==> src/design/utf8d_pkg.sv <==
// ----------------------------------------------------------------------------
// utf8d_pkg
// Constants shared by the UTF-8 code point decoder and its checker.
// ----------------------------------------------------------------------------
package utf8d_pkg;

	localparam int CfgIndexW = 2;

	// Configuration register indexes.
	localparam logic [CfgIndexW-1:0] REG_HALFWIDTH_FIRST = 2'd0;
	localparam logic [CfgIndexW-1:0] REG_HALFWIDTH_COUNT = 2'd1;

	localparam logic [7:0] HALFWIDTH_FIRST_RST = 8'd32;
	localparam logic [7:0] HALFWIDTH_COUNT_RST = 8'd95;

	// Special code points.
	localparam logic [15:0] CP_REPLACEMENT = 16'hFFFD;
	localparam logic [15:0] CP_BEYOND      = 16'hFFFF;
	localparam logic [15:0] CP_MIN_TWO     = 16'h0080;
	localparam logic [15:0] CP_MIN_THREE   = 16'h0800;

	// Display cell widths.
	localparam logic [1:0] WIDTH_NONE = 2'd0;
	localparam logic [1:0] WIDTH_HALF = 2'd1;
	localparam logic [1:0] WIDTH_FULL = 2'd2;

	// Form lengths in bytes.
	localparam logic [2:0] LEN_NONE  = 3'd0;
	localparam logic [2:0] LEN_ONE   = 3'd1;
	localparam logic [2:0] LEN_TWO   = 3'd2;
	localparam logic [2:0] LEN_THREE = 3'd3;
	localparam logic [2:0] LEN_FOUR  = 3'd4;

endpackage

==> src/design/utf8_codepoint_decoder_unit.sv <==
// ----------------------------------------------------------------------------
// utf8_codepoint_decoder_unit
// Decodes a UTF-8 byte stream into 16-bit code points with byte counts and
// display cell widths, flagging invalid bytes with U+FFFD.
// ----------------------------------------------------------------------------
//
//   Channel   Handshake             Payload
//   -------   -------------------   ----------------------------------------
//   cfg       cfg_valid/cfg_ready   cfg_index, cfg_data
//   in        in_valid/in_ready     text_byte
//   out       out_valid/out_ready   code_point, bytes_used, cell_width,
//                                   end_of_text, last_of_run
//
// An input byte is decoded in the cycle of its transfer and its results land
// in a result register; the first result is offered on the next cycle.
// A byte that yields one result or none leaves the input ready while
// out_ready holds, so clean text flows at one byte per cycle. A byte that
// breaks a held form yields up to four results, which leave the result
// register one per cycle while out_ready holds; the input stalls until the
// last result of the run transfers, and is taken again in that same cycle.
// Reset clears the held form and the result register and restores the
// half-width range to its defaults. The configuration port is always ready.
// ----------------------------------------------------------------------------
module utf8_codepoint_decoder_unit (
	input  logic                            clk,
	input  logic                            arst_n,
	// Configuration writes.
	input  logic                            cfg_valid,
	output logic                            cfg_ready,
	input  logic [utf8d_pkg::CfgIndexW-1:0] cfg_index,
	input  logic [7:0]                      cfg_data,
	// Input bytes.
	input  logic                            in_valid,
	output logic                            in_ready,
	input  logic [7:0]                      text_byte,
	// Results.
	output logic                            out_valid,
	input  logic                            out_ready,
	output logic [15:0]                     code_point,
	output logic [2:0]                      bytes_used,
	output logic [1:0]                      cell_width,
	output logic                            end_of_text,
	output logic                            last_of_run
);

	// Half-width range registers.
	logic [7:0]  hw_first_q;
	logic [7:0]  hw_count_q;

	// The partially received form: lead byte, payload of the continuation
	// bytes seen so far, and number of held bytes including the lead.
	logic [7:0]  held_lead_q;
	logic [11:0] held_payload_q;
	logic [1:0]  held_count_q;

	// Result register. A run is some replacement characters for held bytes
	// (rep_q of them), optionally followed by one final result (the tail).
	logic [1:0]  rep_q;
	logic        tail_q;
	logic [15:0] tail_cp_q;
	logic [2:0]  tail_used_q;
	logic [1:0]  tail_width_q;
	logic        tail_eot_q;

	// Decode of a byte as if nothing were held.
	logic        f_tail;
	logic [15:0] f_cp;
	logic [2:0]  f_used;
	logic        f_eot;
	logic        f_hold;

	// Decode of the byte against the held form.
	logic        is_cont;
	logic [2:0]  need;
	logic [2:0]  have;
	logic [15:0] cp_two;
	logic [15:0] cp_three;

	logic [1:0]  nx_rep;
	logic        nx_tail;
	logic [15:0] nx_cp;
	logic [2:0]  nx_used;
	logic        nx_eot;
	logic [1:0]  nx_width;
	logic [7:0]  nx_lead;
	logic [11:0] nx_payload;
	logic [1:0]  nx_count;

	logic [8:0]  hw_end;
	logic        in_xfer;
	logic        out_xfer;

	assign cfg_ready = 1'b1;

	// ------------------------------------------------------------------
	// Fresh byte decode: end marker, ASCII, a lead to hold, or a stray byte.
	// ------------------------------------------------------------------
	always_comb begin
		f_tail = 1'b1;
		f_cp   = utf8d_pkg::CP_REPLACEMENT;
		f_used = utf8d_pkg::LEN_ONE;
		f_eot  = 1'b0;
		f_hold = 1'b0;
		if (text_byte == 8'h00) begin
			f_cp   = 16'h0000;
			f_used = utf8d_pkg::LEN_NONE;
			f_eot  = 1'b1;
		end else if (!text_byte[7]) begin
			f_cp = {8'h00, text_byte};
		end else if (text_byte[7:5] == 3'b110 || text_byte[7:4] == 4'b1110 ||
			     text_byte[7:3] == 5'b11110) begin
			f_tail = 1'b0;
			f_hold = 1'b1;
		end
	end

	// ------------------------------------------------------------------
	// Continuation handling against the held form.
	// ------------------------------------------------------------------
	assign is_cont = (text_byte[7:6] == 2'b10);
	assign have    = {1'b0, held_count_q} + 3'd1;
	assign cp_two  = {5'b00000, held_lead_q[4:0], text_byte[5:0]};
	assign cp_three = {held_lead_q[3:0], held_payload_q[5:0], text_byte[5:0]};

	always_comb begin
		if (held_lead_q[7:5] == 3'b110) begin
			need = utf8d_pkg::LEN_TWO;
		end else if (held_lead_q[7:4] == 4'b1110) begin
			need = utf8d_pkg::LEN_THREE;
		end else begin
			need = utf8d_pkg::LEN_FOUR;
		end
	end

	always_comb begin
		nx_rep     = 2'd0;
		nx_tail    = 1'b0;
		nx_cp      = utf8d_pkg::CP_REPLACEMENT;
		nx_used    = utf8d_pkg::LEN_ONE;
		nx_eot     = 1'b0;
		nx_lead    = held_lead_q;
		nx_payload = held_payload_q;
		nx_count   = held_count_q;

		if (held_count_q == 2'd0) begin
			nx_tail = f_tail;
			nx_cp   = f_cp;
			nx_used = f_used;
			nx_eot  = f_eot;
			if (f_hold) begin
				nx_lead    = text_byte;
				nx_payload = 12'h000;
				nx_count   = 2'd1;
			end
		end else if (is_cont) begin
			if (have < need) begin
				// Form still incomplete: shift in six more payload bits.
				nx_payload = {held_payload_q[5:0], text_byte[5:0]};
				nx_count   = have[1:0];
			end else begin
				nx_lead    = 8'h00;
				nx_payload = 12'h000;
				nx_count   = 2'd0;
				if (need == utf8d_pkg::LEN_TWO) begin
					if (cp_two >= utf8d_pkg::CP_MIN_TWO) begin
						nx_tail = 1'b1;
						nx_cp   = cp_two;
						nx_used = utf8d_pkg::LEN_TWO;
					end else begin
						nx_rep = 2'd2;
					end
				end else if (need == utf8d_pkg::LEN_THREE) begin
					if (cp_three >= utf8d_pkg::CP_MIN_THREE) begin
						nx_tail = 1'b1;
						nx_cp   = cp_three;
						nx_used = utf8d_pkg::LEN_THREE;
					end else begin
						nx_rep = 2'd3;
					end
				end else begin
					nx_tail = 1'b1;
					nx_cp   = utf8d_pkg::CP_BEYOND;
					nx_used = utf8d_pkg::LEN_FOUR;
				end
			end
		end else begin
			// Broken form: every held byte becomes a replacement character,
			// then the new byte is decoded on a clean slate.
			nx_rep  = held_count_q;
			nx_tail = f_tail;
			nx_cp   = f_cp;
			nx_used = f_used;
			nx_eot  = f_eot;
			if (f_hold) begin
				nx_lead    = text_byte;
				nx_payload = 12'h000;
				nx_count   = 2'd1;
			end else begin
				nx_lead    = 8'h00;
				nx_payload = 12'h000;
				nx_count   = 2'd0;
			end
		end
	end

	// Cell width of the tail result. The range end is nine bits wide, so the
	// replacement and beyond-plane code points always fall outside it.
	assign hw_end = {1'b0, hw_first_q} + {1'b0, hw_count_q};

	always_comb begin
		if (nx_eot) begin
			nx_width = utf8d_pkg::WIDTH_NONE;
		end else if (nx_cp >= {8'h00, hw_first_q} && nx_cp < {7'h00, hw_end}) begin
			nx_width = utf8d_pkg::WIDTH_HALF;
		end else begin
			nx_width = utf8d_pkg::WIDTH_FULL;
		end
	end

	// ------------------------------------------------------------------
	// Output side: replacement characters first, then the tail.
	// ------------------------------------------------------------------
	assign out_valid   = (rep_q != 2'd0) || tail_q;
	assign last_of_run = (rep_q == 2'd0) || ((rep_q == 2'd1) && !tail_q);
	assign code_point  = (rep_q != 2'd0) ? utf8d_pkg::CP_REPLACEMENT : tail_cp_q;
	assign bytes_used  = (rep_q != 2'd0) ? utf8d_pkg::LEN_ONE : tail_used_q;
	assign cell_width  = (rep_q != 2'd0) ? utf8d_pkg::WIDTH_FULL : tail_width_q;
	assign end_of_text = (rep_q == 2'd0) && tail_eot_q;

	// A new byte may enter when the result register is empty or is handing
	// over its last result in this cycle.
	assign in_ready = !out_valid || (out_ready && last_of_run);
	assign in_xfer  = in_valid && in_ready;
	assign out_xfer = out_valid && out_ready;

	always_ff @(posedge clk or negedge arst_n) begin
		if (!arst_n) begin
			hw_first_q     <= utf8d_pkg::HALFWIDTH_FIRST_RST;
			hw_count_q     <= utf8d_pkg::HALFWIDTH_COUNT_RST;
			held_lead_q    <= 8'h00;
			held_payload_q <= 12'h000;
			held_count_q   <= 2'd0;
			rep_q          <= 2'd0;
			tail_q         <= 1'b0;
		end else begin
			if (cfg_valid) begin
				case (cfg_index)
					utf8d_pkg::REG_HALFWIDTH_FIRST: hw_first_q <= cfg_data;
					utf8d_pkg::REG_HALFWIDTH_COUNT: hw_count_q <= cfg_data;
					default: ;
				endcase
			end

			if (in_xfer) begin
				held_lead_q    <= nx_lead;
				held_payload_q <= nx_payload;
				held_count_q   <= nx_count;
				rep_q          <= nx_rep;
				tail_q         <= nx_tail;
			end else if (out_xfer) begin
				if (rep_q != 2'd0) begin
					rep_q <= rep_q - 2'd1;
				end else begin
					tail_q <= 1'b0;
				end
			end
		end
	end

	// Tail payload needs no reset.
	always_ff @(posedge clk) begin
		if (in_xfer) begin
			tail_cp_q    <= nx_cp;
			tail_used_q  <= nx_used;
			tail_width_q <= nx_width;
			tail_eot_q   <= nx_eot;
		end
	end

endmodule

==> config.mk <==
export PLATFORM = sky130hd
export DESIGN_NAME = utf8_codepoint_decoder_unit
export DESIGN_NICKNAME = d
export VERILOG_FILES = /design/src/design/utf8d_pkg.sv /design/src/design/utf8_codepoint_decoder_unit.sv
export SDC_FILE = /design/constraint.sdc
export NUM_CORES = 1
export LEC_CHECK = 0
export BUFFER_PORTS_ARGS = -buffer_cell sky130_fd_sc_hd__buf_2
export CAP_MARGIN = 20
export CORE_ASPECT_RATIO = 0.6
export CORE_MARGIN = 2
export CORE_UTILIZATION = 52
export DETAILED_ROUTE_END_ITERATION = 10
export PLACE_DENSITY_LB_ADDON = 0.15
export SKIP_LAST_GASP = 1
export SLEW_MARGIN = 25
export SYNTH_ARGS = -nofsm -noshare
export SYNTH_HDL_FRONTEND = slang
export SYNTH_SLANG_ARGS = --single-unit
==> constraint.sdc <==
create_clock -name clk -period 5.7 [get_ports clk]
set_input_delay 0.57 -clock clk [delete_from_list [all_inputs] [get_ports clk]]
set_output_delay 0.57 -clock clk [all_outputs]
set_load 0.01 [all_outputs]
# ---- Yosys cells after proc, flatten, opt, wreduce, memory -nomap -nowiden
# Index checks and enable logic that the tools add are counted.
dict set report classes {
  mul 0
  shift 0
  addsub 3
  n_mux 66
  div 0
  reduce_logical 26
  n_eq_ne 13
  magnitude_cmp 5
  n_bitwise 0
}
# cell n
set op_table {}
lappend op_table {{two-way mux 16 bit} 10}
lappend op_table {{two-way mux 8 bit} 5}
lappend op_table {{two-way mux 2 bit} 18}
lappend op_table {{two-way mux 3 bit} 8}
lappend op_table {{two-way mux 6 bit} 4}
lappend op_table {{two-way mux 1 bit} 21}
lappend op_table {{greater-or-equal comparator 16 x 12 -> 1 bit, second input constant} 1}
lappend op_table {{greater-or-equal comparator 16 x 8 -> 1 bit} 1}
lappend op_table {{less-than comparator 16 x 9 -> 1 bit} 1}
lappend op_table {{greater-or-equal comparator 11 x 8 -> 1 bit, second input constant} 1}
lappend op_table {{AND reduction 2 bit} 5}
lappend op_table {{adder 8 x 8 -> 9 bit} 1}
lappend op_table {{equality test 4 bit, second input constant} 2}
lappend op_table {{zero test 8 bit} 1}
lappend op_table {{equality test 3 x 2 -> 1 bit, second input constant} 2}
lappend op_table {{equality test 3 bit, second input constant} 2}
lappend op_table {{logical AND 1 bit} 6}
lappend op_table {{zero test 2 bit} 3}
lappend op_table {{nonzero test 2 bit} 3}
lappend op_table {{equality test 5 bit, second input constant} 1}
lappend op_table {{logical OR 1 bit} 5}
lappend op_table {{equality test 2 x 1 -> 1 bit, second input constant} 2}
lappend op_table {{!= test 2 bit, second input constant} 2}
lappend op_table {{adder 2 x 1 -> 3 bit, second input constant} 1}
lappend op_table {{other kinds (6)} 7}
dict set report word_totals {
  inputBits 23
  wordCells 124
  mem_bits_ro 0
  latchBits 0
  mem_bits_rw 0
  memories 0
  reg_bits 57
  output_inout_bits 26
}

# ---- Logic depth before layout (Yosys ltp)
dict set report logic_depth {
  depth_word 12
  depth_mapped 16
  ltp_nobuf 16
}

# ---- Worst setup path before layout
# Ideal clock, no wire load.
dict set report synth_timing {
  path_kind {flip-flop to flip-flop}
  start {register held_lead_q[4]}
  end {register tail_width_q[1] (data pin)}
  t_required_ps 5439
  setup_time_ps 261
  path_buffers 0
  period_less_slack_ps 3370
  stages_incl_launch_ff 16
  path_slack_ps 2330
  t_arrival_ps 3110
  path_cell_list {dfrtp_1 -> and4b_4 -> nor2_1 -> inv_1 -> ha_1 -> o21ai_0 -> a32o_2 -> a211o_1 -> nand2_1 -> nand2b_1 -> ha_1 -> a21o_1 -> a221o_1 -> a221oi_1 -> o2111a_1 -> a21oi_1}
}
dict set report synth_between {
  elab_chain_len 12
  word_cells_on_any_way 17
  classes_between {order compare (4); eq/ne (3); mux (9); reduce/logical (1)}
}
# item line
set synth_rtl {}
lappend synth_rtl {{start, declared} utf8_codepoint_decoder_unit.sv:52} ;# logic [7:0] held_lead_q;
lappend synth_rtl {{start signal, assigned} utf8_codepoint_decoder_unit.sv:255} ;# held_lead_q <= nx_lead;
lappend synth_rtl {{equality test 4 bit} utf8_codepoint_decoder_unit.sv:128} ;# end else if (held_lead_q[7:4] == 4'b1110) begin
lappend synth_rtl {{two-way mux 3 bit} utf8_codepoint_decoder_unit.sv:128}
lappend synth_rtl {{two-way mux 3 bit} utf8_codepoint_decoder_unit.sv:126} ;# if (held_lead_q[7:5] == 3'b110) begin
lappend synth_rtl {{equality test 3 x 2 -> 1 bit} utf8_codepoint_decoder_unit.sv:172} ;# end else if (need == utf8d_pkg::LEN_THREE) begin
lappend synth_rtl {{two-way mux 16 bit} utf8_codepoint_decoder_unit.sv:172}
lappend synth_rtl {{two-way mux 16 bit} utf8_codepoint_decoder_unit.sv:164} ;# if (need == utf8d_pkg::LEN_TWO) begin
lappend synth_rtl {{two-way mux 16 bit (*)} utf8_codepoint_decoder_unit.sv:156} ;# if (have < need) begin
lappend synth_rtl {{two-way mux 16 bit (*)} utf8_codepoint_decoder_unit.sv:155} ;# end else if (is_cont) begin
lappend synth_rtl {{two-way mux 16 bit (*)} utf8_codepoint_decoder_unit.sv:145} ;# if (held_count_q == 2'd0) begin
lappend synth_rtl {{net nx_cp[5]} utf8_codepoint_decoder_unit.sv:81} ;# logic [15:0] nx_cp;
lappend synth_rtl {{greater-or-equal comparator 16 x 8 -> 1 bit / less-than comparator 16 x 9 -> 1 bit (equally long branches)} utf8_codepoint_decoder_unit.sv:213} ;# end else if (nx_cp >= {8'h00, hw_first_q} && nx_cp < {7'h00, hw_end}) begin
lappend synth_rtl {{logical AND 1 bit (*)} utf8_codepoint_decoder_unit.sv:213}
lappend synth_rtl {{two-way mux 2 bit (*)} utf8_codepoint_decoder_unit.sv:213}
lappend synth_rtl {{end signal, assigned} utf8_codepoint_decoder_unit.sv:275} ;# tail_width_q <= nx_width;
lappend synth_rtl {{end, declared} utf8_codepoint_decoder_unit.sv:62} ;# logic [1:0] tail_width_q;
# Mark *: on every way through the listed nets, which the timed path passes. The rest lies on a longest branch.
# A chain may end at the register's enable or synchronous reset.

# ---- Worst setup path after layout
# Ends and elaborated chain as after synthesis.

==> qor.txt <==
Status: complete, no violations
Syn nets: 381
Syn Inst Count: 327
Fmax achieved: 234 MHz
Detailed Routing Iterations Pass 1: 5
CP startpoint kind: register
Synthesized area: 3380 um2
Register area share after synthesis: 45.7%
Leakage Power: 1.73 nW
Slew of the pin with the lowest slew margin: 0.918 ns
RR Endpoint: tail_width_q[1]
Final Hold Fails: 0
Setup TNS: 0 ns
CTS buffer count: 9
Post-synth cell types: 55
Grt ovf: 0
# diodes: 0
Initial core utilization: 54.6%
GP Congestion: 0.973
Max-slew violation count: 0
Routed vias: 2671
WP data required: 5.77 ns
Die area: 7190 um2
Path depth of the worst reg2reg path: 14
Final setup vio count: 0
Clock Skew: 0.00532 ns
Xor/xnor share of the synthesized area: 1.55%
R2r setup slk: 1.42 ns
Multi-input gate area: 1720 um2
Post-Route WL: 7.98 mm
YS warnings: 0
CTS Buffer Depth: 2
# DRC: 0
Simple-gate share of the synthesized area: 16.8%
Die H: 66.5 um
Crit path time final: 4.28 ns
CTS tree: built
Total global-route track usage: 24.5%
Die W: 108 um
Floorplan row count: 22
Number of synthesized flops with an enable pin: 22
Worst Path Max Fanout: 11
Tcrit/Tclk final: 75.1%
NumNets Final: 433
Via density: 5.71
Worst vdd ir: 0.299 mV
Area Growth Syn to Fin: 13.9%
Max cap viols: 0
Setup Crit Path Kind: register to register
Reg2Reg Launch Point: held_lead_q[4]
Synth Area in Compound Gates: 17.5%
H-tree lvl count: 3
Vias in the first global route: 2487
Worst EP arrival: 4.35 ns
Share of cells above drive strength 1: 22.4%
Post-DP HPWL: 6.07 mm
Drt wl/cell: 17.1 um
Io pins: 49
Ys flop type: dfrtp_1
Hold_buf cts: 0
# resized after CTS: 0
Largest family of logic cells by synthesized area: compound AO/OA/AOI/OAI gates
Final antenna-violating net count: 0
Core outline area: 6190 um2
Port Buffers: 47
Global-route wire length before repair: 13.0 mm
Multiplexer share of the synthesized area: 2.99%
Initial antenna violation count: 0
Max-slew headroom: 38.3%
Ys async rst share: 61.4%
Iteration-0 DRC Markers: 374
Fin util: 62.2%
Later-pin clock latency in the skew report: 0.33 ns
P per Cell Area: 463 nW/um2
HP Class: input port to async pin
FILL cells: 527
Root buffer cell: clkbuf_8
FF/Latch Area: 1550 um2
Largest net degree at the start of global routing: 36
Clock slew at reported path FFs: 0.06 ns
Crit. End Element: register
RSZ-0062 raised after global routing: no
#FFs+latches synth: 57
Synth Area in Adders: 11.7%
Setup Buffers After CTS: 0
Synthesized area per cell: 10.4 um2
CTS sink cnt: 57
-- logic make-up (layout without fill, tap and decap cells) --
family | Yosys count | in the layout
AO/OA/AOI/OAI | 83 | 83
flip-flops | 57 | 57
buffers and inverters | 30 | 87
XOR/XNOR | 6 | 6
adder cells (fa/ha/maj) | 31 | 31
multiplexers | 9 | 9
other | 1 | 1
AND/OR/NAND/NOR | 110 | 110
-- worst max-delay path by stage --
| stage | from | to | slack (ns) | cells past startpoint |
|---|---|---|---|---|
| 6_report | held_lead_q[4] | tail_width_q[1] | 1.42 | 14 |
| 5_1_grt | held_lead_q[4] | tail_width_q[1] | 1.13 | 14 |
| 4_1_cts | held_lead_q[4] | tail_width_q[1] | 1.46 | 14 |
| 3_5_place_dp | held_lead_q[4] | tail_width_q[1] | 1.48 | 14 |
| 3_3_place_gp | held_lead_q[4] | tail_width_q[1] | 1.67 | 14 |
| 2_1_floorplan | held_lead_q[4] | tail_width_q[1] | 2.33 | 15 |
-- critical path, stage by stage (launching register included) --
cell and delay (ns):
dfrtp_1 0.44, and4b_4 0.26, nor2_1 0.15, inv_1 0.09, ha_1 0.27, o21ai_0 0.09, a32o_2 0.29, o31ai_1 0.76
nand2_1 0.24, ha_1 0.37, and3_1 0.20, a221o_1 0.32, a221oi_1 0.22, o2111a_1 0.26, a21oi_1 0.07
-- stage by stage --
step | cell area (um2) | setup slack [ns] | hold slack (ns) | power (mW) | cells
after global routing | 3850 | 1.13 | 0.381 | 1.93 | 468
after CTS | 3850 | 1.46 | 0.342 | 1.78 | 468
after floorplan | 3380 | 2.33 | 0.274 | 1.21 | 327
after global placement | 3700 | 1.67 | 0.461 | 1.43 | 452
after detailed placement | 3700 | 1.48 | 0.480 | 1.46 | 452
final | 3850 | 1.42 | 0.329 | 1.78 | 468
-- layout make-up --
class / instances / area share [%]
clock buffers: 11 / 3.41
clock inverters: 5 / 0.584
inverters: 22 / 2.14
multi-input cells: 240 / 44.6
flip-flops and latches: 57 / 40.1
well taps: 84 / 2.73
repair buffers: 49 / 6.49
-- synth_stat cells (all sizes together), types with 3 or more instances --
cell,number,area (um2)
dfrtp,28,701
inv,21,78.8
a22o,14,124
a21o,9,67.6
nand3,6,30.0
a21oi,13,65.1
xor2,4,35.0
o31ai,4,30.0
and2,5,31.3
dfstp,7,184
or2,4,27.5
a31oi,3,18.8
edfxtp,22,661
and3,4,25.0
nor3,4,20.0
nand2,29,109
buf,4,27.5
mux2,9,101
o221ai,4,35.0
o21ai,21,105
nand2b,26,163
clkbuf,4,16.3
nor2b,3,18.8
ha,30,375
nor2,22,82.6
-- metal layers --
| metal | vias up | track usage [%] | part of all wire [%] |
|---|---|---|---|
| li1 | 1290 | - | - |
| met5 | - | 0 | 0 |
| met3 | 13 | 7.44 | 9.2 |
| met4 | 0 | 7.21 | 1.2 |
| met1 | 1244 | 38.8 | 52 |
| met2 | 124 | 31.1 | 38 |
-- report_power, final --
part           total [mW]  switching [mW]  internal [mW]
Clock               0.304           0.152          0.152
Combinational       0.828           0.486          0.342
Sequential          0.652          0.0905          0.562
-- cells in the final DEF, fill, tap and decap left out, types with 2 or more instances in the layout --
| master | Yosys | routed |
|---|---|---|
| o21ai_0 | 21 | 21 |
| clkbuf_1 | 3 | 2 |
| and2_1 | 5 | 5 |
| nor2_1 | 22 | 22 |
| clkinv_1 | 1 | 3 |
| nand3_1 | 6 | 6 |
| o31ai_1 | 4 | 3 |
| and3_1 | 4 | 4 |
| clkinv_2 | 0 | 3 |
| dfstp_2 | 7 | 7 |
| or2_2 | 2 | 2 |
| and3b_1 | 2 | 2 |
| a31oi_1 | 3 | 3 |
| a21oi_1 | 13 | 13 |
| nand2b_1 | 26 | 26 |
| nor3_1 | 4 | 4 |
| xnor2_1 | 2 | 2 |
| ha_1 | 30 | 30 |
| mux2_2 | 9 | 9 |
| edfxtp_1 | 22 | 22 |
| o221ai_1 | 4 | 4 |
| inv_1 | 21 | 21 |
| buf_4 | 3 | 2 |
| a22o_1 | 13 | 13 |
| buf_2 | 1 | 47 |
| dfrtp_1 | 28 | 28 |
| a21o_1 | 9 | 9 |
| nor2b_1 | 3 | 3 |
| xor2_1 | 4 | 4 |
| clkbuf_8 | 0 | 9 |
| nand2_1 | 29 | 29 |
-- state kept, by name, indices dropped and copies added (netlist names), 2 cells and up --
signal	cells
held_lead_q	8
held_payload_q	6
hw_first_q	8
rep_q	2
hw_count_q	8
tail_used_q	3
tail_width_q	2
held_count_q	2
tail_cp_q	16
Note: power is estimated with default switching activity, not from simulation.
